$ cat config.mk
export PLATFORM = sky130hd
export DESIGN_NAME = rotary_encoder_button_qualifier
export DESIGN_NICKNAME = d
export VERILOG_FILES = /design/src/design/rebq_pkg.sv /design/src/design/rebq_quad_decoder.sv /design/src/design/rebq_button_qual.sv /design/src/design/rotary_encoder_button_qualifier.sv
export VERILOG_INCLUDE_DIRS = /design/src /design/src/design
export SDC_FILE = /design/constraint.sdc
export NUM_CORES = 1
export LEC_CHECK = 0
export BUFFER_PORTS_ARGS = -buffer_cell sky130_fd_sc_hd__buf_4
export CORE_ASPECT_RATIO = 0.75
export CORE_MARGIN = 3
export CORE_UTILIZATION = 40
export CTS_CLUSTER_SIZE = 30
export DETAILED_ROUTE_END_ITERATION = 8
export GPL_ROUTABILITY_DRIVEN = 1
export GPL_TIMING_DRIVEN = 0
export PLACE_DENSITY = 0.59
export SLEW_MARGIN = 20
export SYNTH_ARGS = -nofsm -noshare
export SYNTH_HDL_FRONTEND = slang
export SYNTH_SLANG_ARGS = --single-unit
$ cat constraint.sdc
create_clock -name clock -period 4.93 [get_ports clock]
set_clock_uncertainty 0.15 [all_clocks]
set_input_delay 0.2465 -clock clock [delete_from_list [all_inputs] [get_ports clock]]
set_output_delay 0.2465 -clock clock [all_outputs]
set_load 0.05 [all_outputs]
$ cat src/design/rotary_encoder_button_qualifier_macros.svh
// Assertion macros shared by the rotary encoder button qualifier modules.
// No dependencies; the checks compile away when SYNTHESIS is defined.
`ifndef ROTARY_ENCODER_BUTTON_QUALIFIER_MACROS_SVH
`define ROTARY_ENCODER_BUTTON_QUALIFIER_MACROS_SVH

`ifndef SYNTHESIS

`define REBQ_ASSERT(label, clk, rst, ante, cons, msg) \
   label: assert property (@(posedge clk) disable iff (rst) (ante) |-> (cons)) \
      else $error(msg);

`define REBQ_ASSERT_NEXT(label, clk, rst, ante, cons, msg) \
   label: assert property (@(posedge clk) disable iff (rst) (ante) |=> (cons)) \
      else $error(msg);

`else

`define REBQ_ASSERT(label, clk, rst, ante, cons, msg)

`define REBQ_ASSERT_NEXT(label, clk, rst, ante, cons, msg)

`endif

`endif

$ cat src/design/rebq_pkg.sv
// Types, constants and the quadrature transition table of the encoder qualifier.
// No dependencies; used by every module of the block.
package rebq_pkg;

   localparam int HOLD_COUNT_BITS = 16;
   localparam int STABLE_BITS     = 11;
   localparam int LONG_BITS       = 16;
   localparam int CMP_BITS        = (HOLD_COUNT_BITS > LONG_BITS) ? HOLD_COUNT_BITS : LONG_BITS;
   localparam int CSR_INDEX_BITS  = 8;
   localparam int CSR_DATA_BITS   = 16;

   localparam logic [STABLE_BITS-1:0]     STABLE_MAX = '1;
   localparam logic [HOLD_COUNT_BITS-1:0] HOLD_MAX   = '1;

   localparam logic [CSR_INDEX_BITS-1:0] CSR_STEP_DIVIDER     = 8'd0;
   localparam logic [CSR_INDEX_BITS-1:0] CSR_DIRECTION_INVERT = 8'd1;
   localparam logic [CSR_INDEX_BITS-1:0] CSR_DEBOUNCE_TICKS   = 8'd2;
   localparam logic [CSR_INDEX_BITS-1:0] CSR_LONG_PRESS_TICKS = 8'd3;

   localparam logic [4:0]           RESET_STEP_DIVIDER     = 5'd4;
   localparam logic                 RESET_DIRECTION_INVERT = 1'b0;
   localparam logic [9:0]           RESET_DEBOUNCE_TICKS   = 10'd50;
   localparam logic [LONG_BITS-1:0] RESET_LONG_PRESS_TICKS = 16'd1000;

   typedef enum logic [1:0] {
      EV_NONE  = 2'd0,
      EV_CLICK = 2'd1,
      EV_LONG  = 2'd2
   } rebq_event_type;

   typedef struct packed {
      logic [LONG_BITS-1:0] long_press_ticks;
      logic [9:0]           debounce_ticks;
      logic                 direction_invert;
      logic [4:0]           step_divider;
   } rebq_cfg_type;

   typedef struct packed {
      logic ms_tick;
      logic button_level;
      logic pin_b;
      logic pin_a;
   } rebq_sample_type;

   // Index is {previous A, previous B, new A, new B}.
   function automatic logic signed [1:0] quad_dir(input logic [3:0] idx);
      logic signed [1:0] dir;
      unique case (idx)
         4'd1, 4'd7, 4'd8, 4'd14: dir = -2'sd1;
         4'd2, 4'd4, 4'd11, 4'd13: dir = 2'sd1;
         default: dir = 2'sd0;
      endcase
      return dir;
   endfunction

endpackage

$ cat src/design/rebq_quad_decoder.sv
// Quadrature decoder: transition lookup, optional inversion and detent division.
// Depends on rebq_pkg.
module rebq_quad_decoder (
   input  logic                  clock,
   input  logic                  reset,
   input  logic                  en,
   input  rebq_pkg::rebq_cfg_type cfg,
   input  logic                  pin_a,
   input  logic                  pin_b,
   output logic signed [1:0]     detent
);
   import rebq_pkg::*;

   logic [1:0]        prev_ab_ff;
   logic [1:0]        prev_ab_in;
   logic signed [4:0] rem_ff;
   logic signed [4:0] rem_in;
   logic signed [1:0] dir_raw;
   logic signed [1:0] dir;
   logic [4:0]        div;
   logic signed [6:0] div_s;
   logic signed [6:0] sum;

   always_comb begin
      prev_ab_in = {pin_a, pin_b};
      dir_raw    = quad_dir({prev_ab_ff, pin_a, pin_b});
      dir        = cfg.direction_invert ? -dir_raw : dir_raw;
      priority if (cfg.step_divider == 5'd0) begin
         div = 5'd1;
      end else if (cfg.step_divider > 5'd16) begin
         div = 5'd16;
      end else begin
         div = cfg.step_divider;
      end
      div_s  = $signed({2'b00, div});
      sum    = 7'(rem_ff) + 7'(dir);
      priority if (sum >= div_s) begin
         detent = 2'sd1;
         rem_in = 5'sd0;
      end else if (sum <= -div_s) begin
         detent = -2'sd1;
         rem_in = 5'sd0;
      end else begin
         detent = 2'sd0;
         rem_in = sum[4:0];
      end
   end

   always_ff @(posedge clock) begin
      if (reset) begin
         prev_ab_ff <= 2'b11;
         rem_ff     <= 5'sd0;
      end else if (en) begin
         prev_ab_ff <= prev_ab_in;
         rem_ff     <= rem_in;
      end
   end

endmodule

$ cat src/design/rebq_button_qual.sv
// Button qualifier: debounce by stable tick count, click and long press events.
// Depends on rebq_pkg and the assertion macro header.
`include "rotary_encoder_button_qualifier_macros.svh"

module rebq_button_qual (
   input  logic                     clock,
   input  logic                     reset,
   input  logic                     en,
   input  rebq_pkg::rebq_cfg_type    cfg,
   input  rebq_pkg::rebq_sample_type sample,
   output rebq_pkg::rebq_event_type  event_code
);
   import rebq_pkg::*;

   logic                       prev_button_ff;
   logic [STABLE_BITS-1:0]     stable_ff;
   logic [STABLE_BITS-1:0]     stable_in;
   logic                       held_ff;
   logic                       held_in;
   logic                       long_fired_ff;
   logic                       long_fired_in;
   logic [HOLD_COUNT_BITS-1:0] held_count_ff;
   logic [HOLD_COUNT_BITS-1:0] held_count_in;

   always_comb begin
      stable_in = stable_ff;
      if (sample.ms_tick && stable_ff != STABLE_MAX) begin
         stable_in = stable_ff + 1'b1;
      end
      if (sample.button_level != prev_button_ff) begin
         stable_in = '0;
      end
      held_count_in = held_count_ff;
      if (sample.ms_tick && held_ff && held_count_ff != HOLD_MAX) begin
         held_count_in = held_count_ff + 1'b1;
      end
      held_in       = held_ff;
      long_fired_in = long_fired_ff;
      event_code    = EV_NONE;
      if (stable_in > {1'b0, cfg.debounce_ticks}) begin
         priority if (!sample.button_level && !held_ff) begin
            held_in       = 1'b1;
            held_count_in = '0;
            long_fired_in = 1'b0;
         end else if (sample.button_level && held_ff) begin
            held_in = 1'b0;
            if (!long_fired_ff) begin
               event_code = EV_CLICK;
            end
         end else begin
            held_in = held_ff;
         end
      end
      if (held_in && !long_fired_in &&
          CMP_BITS'(held_count_in) >= CMP_BITS'(cfg.long_press_ticks)) begin
         long_fired_in = 1'b1;
         event_code    = EV_LONG;
      end
   end

   always_ff @(posedge clock) begin
      if (reset) begin
         prev_button_ff <= 1'b1;
         stable_ff      <= '0;
         held_ff        <= 1'b0;
         long_fired_ff  <= 1'b0;
         held_count_ff  <= '0;
      end else if (en) begin
         prev_button_ff <= sample.button_level;
         stable_ff      <= stable_in;
         held_ff        <= held_in;
         long_fired_ff  <= long_fired_in;
         held_count_ff  <= held_count_in;
      end
   end

   `REBQ_ASSERT_NEXT(a_click_releases, clock, reset, en && event_code == EV_CLICK, !held_ff, "click without release")
   `REBQ_ASSERT_NEXT(a_long_marks, clock, reset, en && event_code == EV_LONG, held_ff && long_fired_ff, "long press not recorded")
   `REBQ_ASSERT_NEXT(a_idle_holds, clock, reset, !en, $stable(held_count_ff) && $stable(stable_ff), "counters moved without a beat")

endmodule

$ cat src/design/rotary_encoder_button_qualifier.sv
// Top level of the rotary encoder button qualifier: stream ports, registers, pipeline.
// Depends on rebq_pkg, rebq_quad_decoder, rebq_button_qual and the macro header.
//
//   channel   direction  handshake               payload
//   req_      in         req_tvalid/req_tready   req_tdata: pin samples
//   rsp_      out        rsp_tvalid/rsp_tready   rsp_tdata: detent and button event
//   csr_      in         csr_valid/csr_ready     csr_index, csr_data
//
// One beat is accepted per clock while rsp_ does not stall; a beat is held in the input register,
// passes the decode logic and its result is presented from the result register behind it.
// reset is synchronous and restores the CSR registers, the valid flags and all encoder and button state.
// A stalled rsp_ holds its beat while one more request waits in the input register.
// csr_ready is always high; writes take effect on the next clock.
`include "rotary_encoder_button_qualifier_macros.svh"

module rotary_encoder_button_qualifier (
   input  logic                                clock,
   input  logic                                reset,
   input  logic                                req_tvalid,
   output logic                                req_tready,
   // [0] pin_a, [1] pin_b, [2] button_level, [3] ms_tick, [7:4] zero
   input  logic [7:0]                          req_tdata,
   output logic                                rsp_tvalid,
   input  logic                                rsp_tready,
   // [1:0] detent_step (signed), [3:2] button_event, [7:4] zero
   output logic [7:0]                          rsp_tdata,
   input  logic                                csr_valid,
   output logic                                csr_ready,
   input  logic [rebq_pkg::CSR_INDEX_BITS-1:0] csr_index,
   input  logic [rebq_pkg::CSR_DATA_BITS-1:0]  csr_data
);
   import rebq_pkg::*;

   rebq_cfg_type      cfg_ff;
   rebq_cfg_type      cfg_in;
   logic              s1_valid_ff;
   rebq_sample_type   s1_sample_ff;
   logic              rsp_valid_ff;
   logic signed [1:0] rsp_detent_ff;
   rebq_event_type    rsp_event_ff;
   logic              advance;
   logic signed [1:0] detent;
   rebq_event_type    event_code;

   assign advance    = s1_valid_ff && (!rsp_valid_ff || rsp_tready);
   assign req_tready = !s1_valid_ff || advance;
   assign csr_ready  = 1'b1;
   assign rsp_tvalid = rsp_valid_ff;
   assign rsp_tdata  = {4'b0000, rsp_event_ff, rsp_detent_ff};

   always_comb begin
      cfg_in = cfg_ff;
      if (csr_valid) begin
         unique case (csr_index)
            CSR_STEP_DIVIDER:     cfg_in.step_divider     = csr_data[4:0];
            CSR_DIRECTION_INVERT: cfg_in.direction_invert = csr_data[0];
            CSR_DEBOUNCE_TICKS:   cfg_in.debounce_ticks   = csr_data[9:0];
            CSR_LONG_PRESS_TICKS: cfg_in.long_press_ticks = csr_data[LONG_BITS-1:0];
            default: ;
         endcase
      end
   end

   always_ff @(posedge clock) begin
      if (reset) begin
         cfg_ff.step_divider     <= RESET_STEP_DIVIDER;
         cfg_ff.direction_invert <= RESET_DIRECTION_INVERT;
         cfg_ff.debounce_ticks   <= RESET_DEBOUNCE_TICKS;
         cfg_ff.long_press_ticks <= RESET_LONG_PRESS_TICKS;
         s1_valid_ff             <= 1'b0;
         rsp_valid_ff            <= 1'b0;
      end else begin
         cfg_ff <= cfg_in;
         if (req_tready) begin
            s1_valid_ff <= req_tvalid;
         end
         if (advance) begin
            rsp_valid_ff <= 1'b1;
         end else if (rsp_tready) begin
            rsp_valid_ff <= 1'b0;
         end
      end
   end

   always_ff @(posedge clock) begin
      if (req_tvalid && req_tready) begin
         s1_sample_ff <= req_tdata[3:0];
      end
      if (advance) begin
         rsp_detent_ff <= detent;
         rsp_event_ff  <= event_code;
      end
   end

   rebq_quad_decoder u_quad (
      .clock  (clock),
      .reset  (reset),
      .en     (advance),
      .cfg    (cfg_ff),
      .pin_a  (s1_sample_ff.pin_a),
      .pin_b  (s1_sample_ff.pin_b),
      .detent (detent)
   );

   rebq_button_qual u_button (
      .clock      (clock),
      .reset      (reset),
      .en         (advance),
      .cfg        (cfg_ff),
      .sample     (s1_sample_ff),
      .event_code (event_code)
   );

   `REBQ_ASSERT(a_rsp_from_s1, clock, reset, $rose(rsp_valid_ff), $past(s1_valid_ff), "result without a held request")
   `REBQ_ASSERT_NEXT(a_req_lands, clock, reset, req_tvalid && req_tready, s1_valid_ff, "accepted beat lost")
   `REBQ_ASSERT_NEXT(a_s1_holds, clock, reset, s1_valid_ff && !advance, s1_valid_ff && $stable(s1_sample_ff), "waiting request dropped")

endmodule
==> impl_metrics.ini, run 1 <==
[clocking]
tritoncts = built
clkSlewWorstSetupHoldPaths_ns = 0.06
clk_path_buf_depth = 2
clockRootBuffer = clkbuf_16
clk_latency_ns = 0.34
clock-sinks = 79
cts_buffers = 9
htreeDepth = 3

[setup_path]
critPathLaunchType = flop
critPathMaxFanout = 6
crit_type = reg2reg
crit_arrival_ns = 4.63
cp.required_ns = 4.85
critPathCaptureType = flop

[synth]
synthCells = 628
synth_area_um2 = 5270
ys_seq_area_share_pct = 31.5
yosysWarnings = 0
synth_edf_count = 8
synth_seq_cells = 79
synthDistinctLibCells = 68
synth_flop_cell = dfxtp_1
postSynthAreaPerCell_um2 = 8.40
ys_async_sr_fraction_pct = 0

[layout]
drive_above_1_share_pct = 19.8
area_growth_pct = 24.3
num_antenna_cells = 0
stdcell_count = 889
nets = 805
fin_area_um2 = 6560
fin_util_pct = 52.2

[global_route]
grt_start_max_net_pins = 16
antenna_found_initial = 0
grt_pass1_vias = 4528
grtUsageTotal_pct = 19.3
grt_pass1_wl_um = 22800
gr-total-overflow = 0

[floorplanning]
die_area_um2 = 14600
die-height_um = 105
die_x_um = 139
ioPinCount = 48
row_count = 35
core_um2 = 12600
start_util_pct = 42.0

[power]
power_density_nw_per_um2 = 238
p_sw_w = 0.000419
p_leak_nw = 2.93
seq_power_share_pct = 42.8
irDropWorstVdd_mv = 0.165
comb_power_share_pct = 13.3
total_power_w = 0.00156
p_int_w = 0.00114
switching_share_pct = 26.9
power.share.clock_pct = 43.9

[detailed_routing]
drt-total-wl_um = 14200
viasPerCell = 5.28
drt-initial-drc-count = 334
drcViolationCount = 0
dr_total_vias = 4692
antenna_left = 0
post_drt_wl_per_cell_um = 15.9
drtPass1Iterations = 5

[sta]
drv_slew = 0
finalCriticalPeriod_ns = 4.71
finalHoldViolCount = 0
max_clock_freq_mhz = 212
finalSetupViolCount = 0
slew_headroom_pct = 39.5
hold_slack_ns = 0.0123
finalCritPeriodShare_pct = 95.5
tightest_slew_ns = 0.908

[placed_design]
port_buffers = 38
globalplace.congestion = 0.870
place_inst = 836
hpwl_um = 10300
postPlaceCellArea_um2 = 5780

[status]
status = finished, final reports clean

[worst_hold_path]
worst_hold_path_type = in2reg

[job]
drv_cap = 0
-- synth_stat cells, types with 5 or more instances --
master	number	area, um^2
edfxtp_1	8	240
nor2_1	75	282
nand2_1	67	251
a21oi_1	37	185
a31oi_1	11	68.8
clkbuf_1	13	48.8
o21ai_0	22	110
inv_1	49	184
xor2_1	13	114
or3_1	9	56.3
nor3_1	11	55.1
ha_1	49	613
mux2i_1	35	350
xnor2_1	18	158
buf_2	8	40.0
nand3_1	25	125
dfxtp_1	71	1420
a21o_1	6	45.0
o211ai_1	5	37.5
nand4_1	8	50.1
buf_4	8	60.1
-- final timing paths --
check             cells past startpoint  slack [ns]                to                  start
setup / recovery                     24        0.22   rsp_event_ff[1]  u_button.stable_ff[2]
hold / removal                        3        0.01        cfg_ff[22]            csr_data[6]
setup reg to reg                     24        0.22   rsp_event_ff[1]  u_button.stable_ff[2]
hold reg to reg                       2        0.33  u_quad.rem_ff[4]       u_quad.rem_ff[4]
-- critical path, cell delays in order (launching register included) --
cell	delay, ns
dfxtp_2	0.31
buf_6	0.11
and4_4	0.16
a41oi_4	0.21
and3_4	0.24
nand4_1	0.15
xor2_1	0.19
nor2_1	0.09
ha_1	0.28
nand4_1	0.11
or2_1	0.26
a21oi_2	0.18
o21ai_2	0.10
a21boi_2	0.25
buf_6	0.16
buf_4	0.10
buf_4	0.12
nor2_1	0.05
ha_1	0.32
nand3_1	0.09
a21oi_1	0.06
a221oi_2	0.24
o21ai_1	0.11
a21oi_2	0.30
a211oi_2	0.07
-- registers in the layout (all words and copies together) (netlist names) --
signal / cells
s1_valid_ff: 1
rsp_detent_ff: 2
u_button.stable_ff: 11
cfg_ff: 32
u_button.prev_button_ff: 1
u_button.long_fired_ff: 1
rsp_event_ff: 2
s1_sample_ff: 4
u_button.held_ff: 1
u_quad.rem_ff: 5
rsp_tvalid: 1
u_button.held_count_ff: 16
u_quad.prev_ab_ff: 2
-- what timing repair did --
action,4_1_cts,5_1_grt
pin swaps,5,22
gates resized for setup,14,29
hold buffers,17,0
hold endpoints to repair,18,0
setup buffers,5,15
setup endpoints to repair,2,2
-- cell type report --
cell class              count  area (um^2)
repair buffers             75          609
multi-input cells         470         3380
well taps                 166          208
fillers                  1147         6010
plain buffers              33          199
clock buffers               9          225
clock inverters             7         78.8
flip-flops and latches     79         1670
inverters                  50          188
-- power groups by stage --
stage | clock network (W) | registers (W) | logic [W]
3_5_place_dp | 0 | 0.000682 | 0.000194
2_1_floorplan | 0 | 0.000690 | 0.000117
6_report | 0.000685 | 0.000668 | 0.000208
3_3_place_gp | 0 | 0.000682 | 0.000190
4_1_cts | 0.000702 | 0.000668 | 0.000207
5_1_grt | 0.000726 | 0.000669 | 0.000231
-- metal layers --
| layer | GRT usage [%] | share of wire (%) |
|---|---|---|
| met1 | 28.5 | 51 |
| met2 | 28.4 | 41 |
| met3 | 4.17 | 7.2 |
| met4 | 5.22 | 0.84 |
| met5 | 0 | 0 |
-- per-stage QoR --
stage                     worst slack [ns]  setup TNS (ns)
after global routing               -0.0637          -0.125
after detailed placement            -0.725           -1.33
after CTS                          0.00208               0
after global placement              -0.696           -1.26
after floorplan                      0.210               0
final                                0.222               0
-- placed cells by master (no fill, tap or decap), types with 12 or more instances in the layout --
master         count
nand2_1           67
buf_4             65
o21ai_0           19
clkbuf_1          12
mux2i_1           35
dfxtp_1           67
ha_1              45
a21oi_1           34
inv_1             49
dlygate4sd3_1     17
xor2_1            13
xnor2_1           17
nand3_1           25
nor2_1            72
-- cell families (layout without fill, tap and decap cells) --
| family | after synthesis | after routing | share of synthesized area, % |
|---|---|---|---|
| buffers and inverters | 83 | 174 | 6.95 |
| XOR/XNOR | 32 | 32 | 5.46 |
| AND/OR/NAND/NOR | 236 | 236 | 22.6 |
| other | 2 | 6 | 0.142 |
| AO/OA/AOI/OAI | 110 | 110 | 14.3 |
| flip-flops | 79 | 79 | 31.5 |
| multiplexers | 36 | 36 | 7.07 |
| adder cells (fa/ha/maj) | 50 | 50 | 12.0 |
Power figures use the tool's default switching activity.
==> inputs of run 2 (changes only) <==
--- a/config.mk
+++ b/config.mk
@@ -9,12 +9,12 @@
 export BUFFER_PORTS_ARGS = -buffer_cell sky130_fd_sc_hd__buf_4
 export CORE_ASPECT_RATIO = 0.75
 export CORE_MARGIN = 3
-export CORE_UTILIZATION = 40
+export CORE_UTILIZATION = 35
 export CTS_CLUSTER_SIZE = 30
 export DETAILED_ROUTE_END_ITERATION = 8
 export GPL_ROUTABILITY_DRIVEN = 1
 export GPL_TIMING_DRIVEN = 0
-export PLACE_DENSITY = 0.59
+export PLACE_DENSITY = 0.53
 export SLEW_MARGIN = 20
 export SYNTH_ARGS = -nofsm -noshare
 export SYNTH_HDL_FRONTEND = slang
==> impl_metrics.ini, run 2 (synthesis results as in run 1) <==
[layout]
fin_area_um2 = 6550
largest_reg_flops = 32
nets = 803
final_cell_mix = 72 x nor2_1, 67 x nand2_1, 64 x buf_4
area_growth_pct = 24.2
top_register = cfg_ff
layout_commonest_cell = nor2_1
fin_util_pct = 44.9
num_antenna_cells = 0
drive_above_1_share_pct = 19.7
largestRegisters = cfg_ff (32), u_button.held_count_ff (16), u_button.stable_ff (11)

[clocking]
clk_path_buf_depth = 2
clkSlewWorstSetupHoldPaths_ns = 0.06
tritoncts = built
clk_latency_ns = 0.34
clockRootBuffer = clkbuf_16
htreeDepth = 3
cts_buffers = 9
clock-sinks = 79

[detailed_routing]
drt-initial-drc-count = 309
viasPerCell = 5.10
dr_total_vias = 4695
post_drt_wl_per_cell_um = 15.9
drt-total-wl_um = 14600
drcViolationCount = 0
antenna_left = 0
drtPass1Iterations = 5

[sta]
setup_tns_ns = 0
hold_slack_ns = 0.00931
finalHoldViolCount = 0
max_clock_freq_mhz = 214
slew_headroom_pct = 39.2
finalCriticalPeriod_ns = 4.66
finalCritPeriodShare_pct = 94.6
finalSetupViolCount = 0
tightest_slew_ns = 0.912
timing.final.ws_setup_ns = 0.267
drv_slew = 0

[setup_path]
critPathCaptureType = flop
crit_arrival_ns = 4.59
cp.required_ns = 4.86
critPathLaunchType = flop
critPathMaxFanout = 7
crit_type = reg2reg
r2r_slack_ns = 0.27

[global_route]
grtUsageTotal_pct = 17.6
gr-total-overflow = 0
grt_pass1_vias = 4491
antenna_found_initial = 0
grt_pass1_wl_um = 23300
grt_start_max_net_pins = 14

[power]
irDropWorstVdd_mv = 0.157
p_leak_nw = 2.91
power_density_nw_per_um2 = 232

[status]
status = finished, final reports clean

[placed_design]
postPlaceCellArea_um2 = 5820
hpwl_um = 10700
globalplace.congestion = 0.873
pre_cts_slack_ns = -0.846
port_buffers = 38

[floorplanning]
start_util_pct = 36.1
core_um2 = 14600
die_x_um = 148
ioPinCount = 48
die_area_um2 = 16600
die-height_um = 112
row_count = 38

[job]
drv_cap = 0

[worst_hold_path]
worst_hold_path_type = in2reg
-- run 2: changes by cell type in the layout (fill, tap and decap cells not counted), sizes merged --
cell,change
inv,-4
clkbuf,+3
buf,-1
bufinv,-1
clkinv,+1
dlygate4sd3,-1
-- run 2: timing repair --
| action | CTS | global route |
|---|---|---|
| hold buffers | 16 | 0 |
| pin swaps | 5 | 17 |
| endpoints found under the hold margin | 17 | 0 |
| buffers inserted | 8 | 11 |
| resized for setup | 14 | 30 |
| setup endpoints to repair | 2 | 2 |
-- run 2: path summary, 6_finish.rpt --
check                                           start              end  depth (start not counted)
worst max-delay path            u_button.stable_ff[2]  rsp_event_ff[1]                         24
worst min-delay path                     csr_data[12]       cfg_ff[28]                          3
worst max register to register  u_button.stable_ff[2]  rsp_event_ff[1]                         24
worst min register to register             cfg_ff[23]       cfg_ff[23]                          2
-- run 2: area by class of cell --
| type | instances | area [um^2] |
|---|---|---|
| multi-input cells | 470 | 3360 |
| clock buffers | 12 | 267 |
| flip-flops and latches | 79 | 1670 |
| well taps | 200 | 250 |
| clock inverters | 3 | 17.5 |
| plain buffers | 33 | 203 |
| repair buffers | 73 | 592 |
| fillers | 1434 | 8040 |
| inverters | 50 | 188 |
-- run 2: routing by layer --
metal / global-route usage [%] / part of all wire [%] / up-vias / wire length (um)
met1: 27.3 / 51 / 2188 / 7500
met4: 4.22 / 1.1 / 0 / 162
li1: - / - / 2347 / -
met5: 0 / 0 / - / 0
met2: 25.2 / 41 / 146 / 5970
met3: 3.23 / 6.6 / 14 / 961
-- run 2: where the power goes --
group	leakage [nW]	switching, W	internal, W
clock network	0.140	0.000264	0.000378
logic	2.11	0.000130	0.0000834
registers	0.656	0.00000683	0.000660
-- run 2: critical path, stage by stage, from the launching register on --
cell       delay (ns)
dfxtp_2          0.32
buf_6            0.11
and4_4           0.24
a41oi_4          0.11
and3_4           0.22
and3_4           0.18
xnor2_2          0.16
nor2_2           0.06
ha_1             0.30
nand4_1          0.10
or2_1            0.25
a21oi_2          0.15
o21ai_2          0.11
a21boi_2         0.29
buf_6            0.15
buf_4            0.11
nor2_1           0.04
ha_2             0.19
a2111oi_4        0.32
o21ai_1          0.12
a221oi_2         0.26
o21ai_1          0.12
a21oi_2          0.16
buf_6            0.13
a211oi_2         0.04
-- run 2: stage by stage --
step	power (W)	std cells
after floorplan	0.000807	632
after global placement	0.000874	870
after detailed placement	0.000881	870
after CTS	0.00154	909
after global routing	0.00158	920
final	0.00152	920
==> inputs of run 3 (changes only) <==
--- a/config.mk
+++ b/config.mk
@@ -7,7 +7,7 @@
 export NUM_CORES = 1
 export LEC_CHECK = 0
 export BUFFER_PORTS_ARGS = -buffer_cell sky130_fd_sc_hd__buf_4
-export CORE_ASPECT_RATIO = 0.75
+export CORE_ASPECT_RATIO = 1.25
 export CORE_MARGIN = 3
 export CORE_UTILIZATION = 35
 export CTS_CLUSTER_SIZE = 30
==> impl_metrics.ini, run 3 (synthesis results as in run 1) <==
[placed_design]
place_inst = 848
postPlaceCellArea_um2 = 5800
globalplace.congestion = 0.831
pre_cts_slack_ns = -0.767
hpwl_um = 10400
port_buffers = 38

[sta]
finalSetupViolCount = 0
slew_headroom_pct = 34.6
drv_slew = 0
max_clock_freq_mhz = 212
timing.final.ws_setup_ns = 0.210
hold_slack_ns = 0.0442
tightest_slew_ns = 0.981
finalCritPeriodShare_pct = 95.7
finalCriticalPeriod_ns = 4.72
setup_tns_ns = 0
finalHoldViolCount = 0

[setup_path]
crit_type = reg2reg
crit_arrival_ns = 4.65
crit_slowest_cell = dfxtp_1
cp_cell_sequence = and4_4 -> a41oi_4 -> and3_4 -> and3_4 -> xnor2_2 -> nor2_2 -> ha_1 -> nand4_1 -> o221ai_1 -> o21ai_2 -> a21boi_2 -> buf_6 -> nor2_1 -> ha_1 -> a2111oi_4 -> o21ai_2 -> a221oi_2 -> o21ai_1 -> a21oi_2 -> a211oi_2
critPathCaptureType = flop
critPathMaxFanout = 5
max_stage_delay_ns = 0.42
critPathLaunchType = flop
cp.required_ns = 4.86

[power]
irDropWorstVdd_mv = 0.168
power_density_nw_per_um2 = 241
p_leak_nw = 2.90

[detailed_routing]
antenna_left = 0
drt-initial-drc-count = 273
drcViolationCount = 0
drtPass1Iterations = 4
drt-total-wl_um = 13900
viasPerCell = 5.17
post_drt_wl_per_cell_um = 15.5
dr_total_vias = 4638

[layout]
fin_area_um2 = 6560
largest_reg_flops = 32
final_cell_mix = 72 x nor2_1, 68 x dfxtp_1, 67 x nand2_1
num_antenna_cells = 0
area_growth_pct = 24.3
stdcell_count = 897
top_register = cfg_ff
nets = 801
largestRegisters = cfg_ff (32), u_button.held_count_ff (16), u_button.stable_ff (11)
drive_above_1_share_pct = 18.6
layout_commonest_cell = nor2_1

[global_route]
grtUsageTotal_pct = 17.6
gr-total-overflow = 0
grt_pass1_vias = 4645
antenna_found_initial = 0
grt_start_max_net_pins = 15
grt_pass1_wl_um = 22800

[floorplanning]
die_area_um2 = 16600
start_util_pct = 36.1
die-height_um = 143
ioPinCount = 48
core_um2 = 14600
die_x_um = 116
row_count = 49

[clocking]
cts_buffers = 9
htreeDepth = 3
clock-sinks = 79
clk_latency_ns = 0.35
clk_path_buf_depth = 2
clockRootBuffer = clkbuf_16
tritoncts = built
clkSlewWorstSetupHoldPaths_ns = 0.06

[status]
status = finished, final reports clean

[job]
drv_cap = 0

[worst_hold_path]
worst_hold_path_type = in2reg
-- run 3: cell count changes in the layout (fill, tap and decap cells not counted), moves of 2 or more --
cell	previous run	this run
dfxtp_2	9	3
clkinv_4	0	2
dlygate4sd3_1	16	20
clkbuf_8	3	0
buf_4	64	58
dfxtp_1	62	68
-- run 3: what timing repair did --
item,in CTS,in global routing
endpoints found under the setup margin,2,2
endpoints found under the hold margin,24,0
hold buffers,20,0
resized for setup,14,27
pin swaps,4,16
buffers inserted,6,7
-- run 3: layout make-up --
| cell class | count | area [um^2] |
|---|---|---|
| Timing Repair Buffer | 71 | 587 |
| Clock inverter | 6 | 67.6 |
| Inverter | 50 | 188 |
| Tap cell | 178 | 223 |
| Buffer | 33 | 199 |
| Multi-Input combinational cell | 470 | 3380 |
| Clock buffer | 10 | 250 |
| Fill cell | 1440 | 8030 |
| Sequential cell | 79 | 1670 |
-- run 3: power breakdown --
| part | switching (W) | total [W] | internal (W) | leakage (nW) |
|---|---|---|---|---|
| logic | 0.000123 | 0.000207 | 0.0000836 | 2.10 |
| registers | 0.00000777 | 0.000668 | 0.000660 | 0.653 |
| clock network | 0.000282 | 0.000706 | 0.000424 | 0.150 |
| total | 0.000413 | 0.00158 | 0.00117 | 2.90 |
-- run 3: metrics by stage --
step / utilization [%] / total power (W)
2_1_floorplan: - / 0.000807
3_3_place_gp: 39.7 / 0.000873
3_5_place_dp: 39.7 / 0.000877
4_1_cts: 43.8 / 0.00161
5_1_grt: 44.9 / 0.00167
6_report: 44.9 / 0.00158
-- run 3: final timing paths --
| check | startpoint | endpoint | slack, ns | depth (start not counted) |
|---|---|---|---|---|
| setup / recovery | u_button.stable_ff[8] | rsp_event_ff[1] | 0.21 | 20 |
| hold / removal | csr_data[0] | cfg_ff[5] | 0.04 | 3 |
| setup reg to reg | u_button.stable_ff[8] | rsp_event_ff[1] | 0.21 | 20 |
| hold reg to reg | u_quad.rem_ff[3] | u_quad.rem_ff[3] | 0.33 | 2 |
-- run 3: worst max-delay path, delay by kind of cell (launching register included) --
family	cells	cell delay (ns)
xor gates and xnor gates	1	0.14
AOI/OAI and AO/OA	10	2.03
adders and majority gates	2	0.62
and+or+nand+nor	6	0.94
buffers and inverters	1	0.15
DFF	1	0.42
-- run 3: layer usage --
metal / global-route usage, % / vias to the layer above / share of wire, %
met5: 0 / - / 0
met4: 6.41 / 0 / 2.4
met3: 3.18 / 19 / 2.3
met2: 31.9 / 61 / 53
met1: 20.5 / 2210 / 43
li1: - / 2348 / -
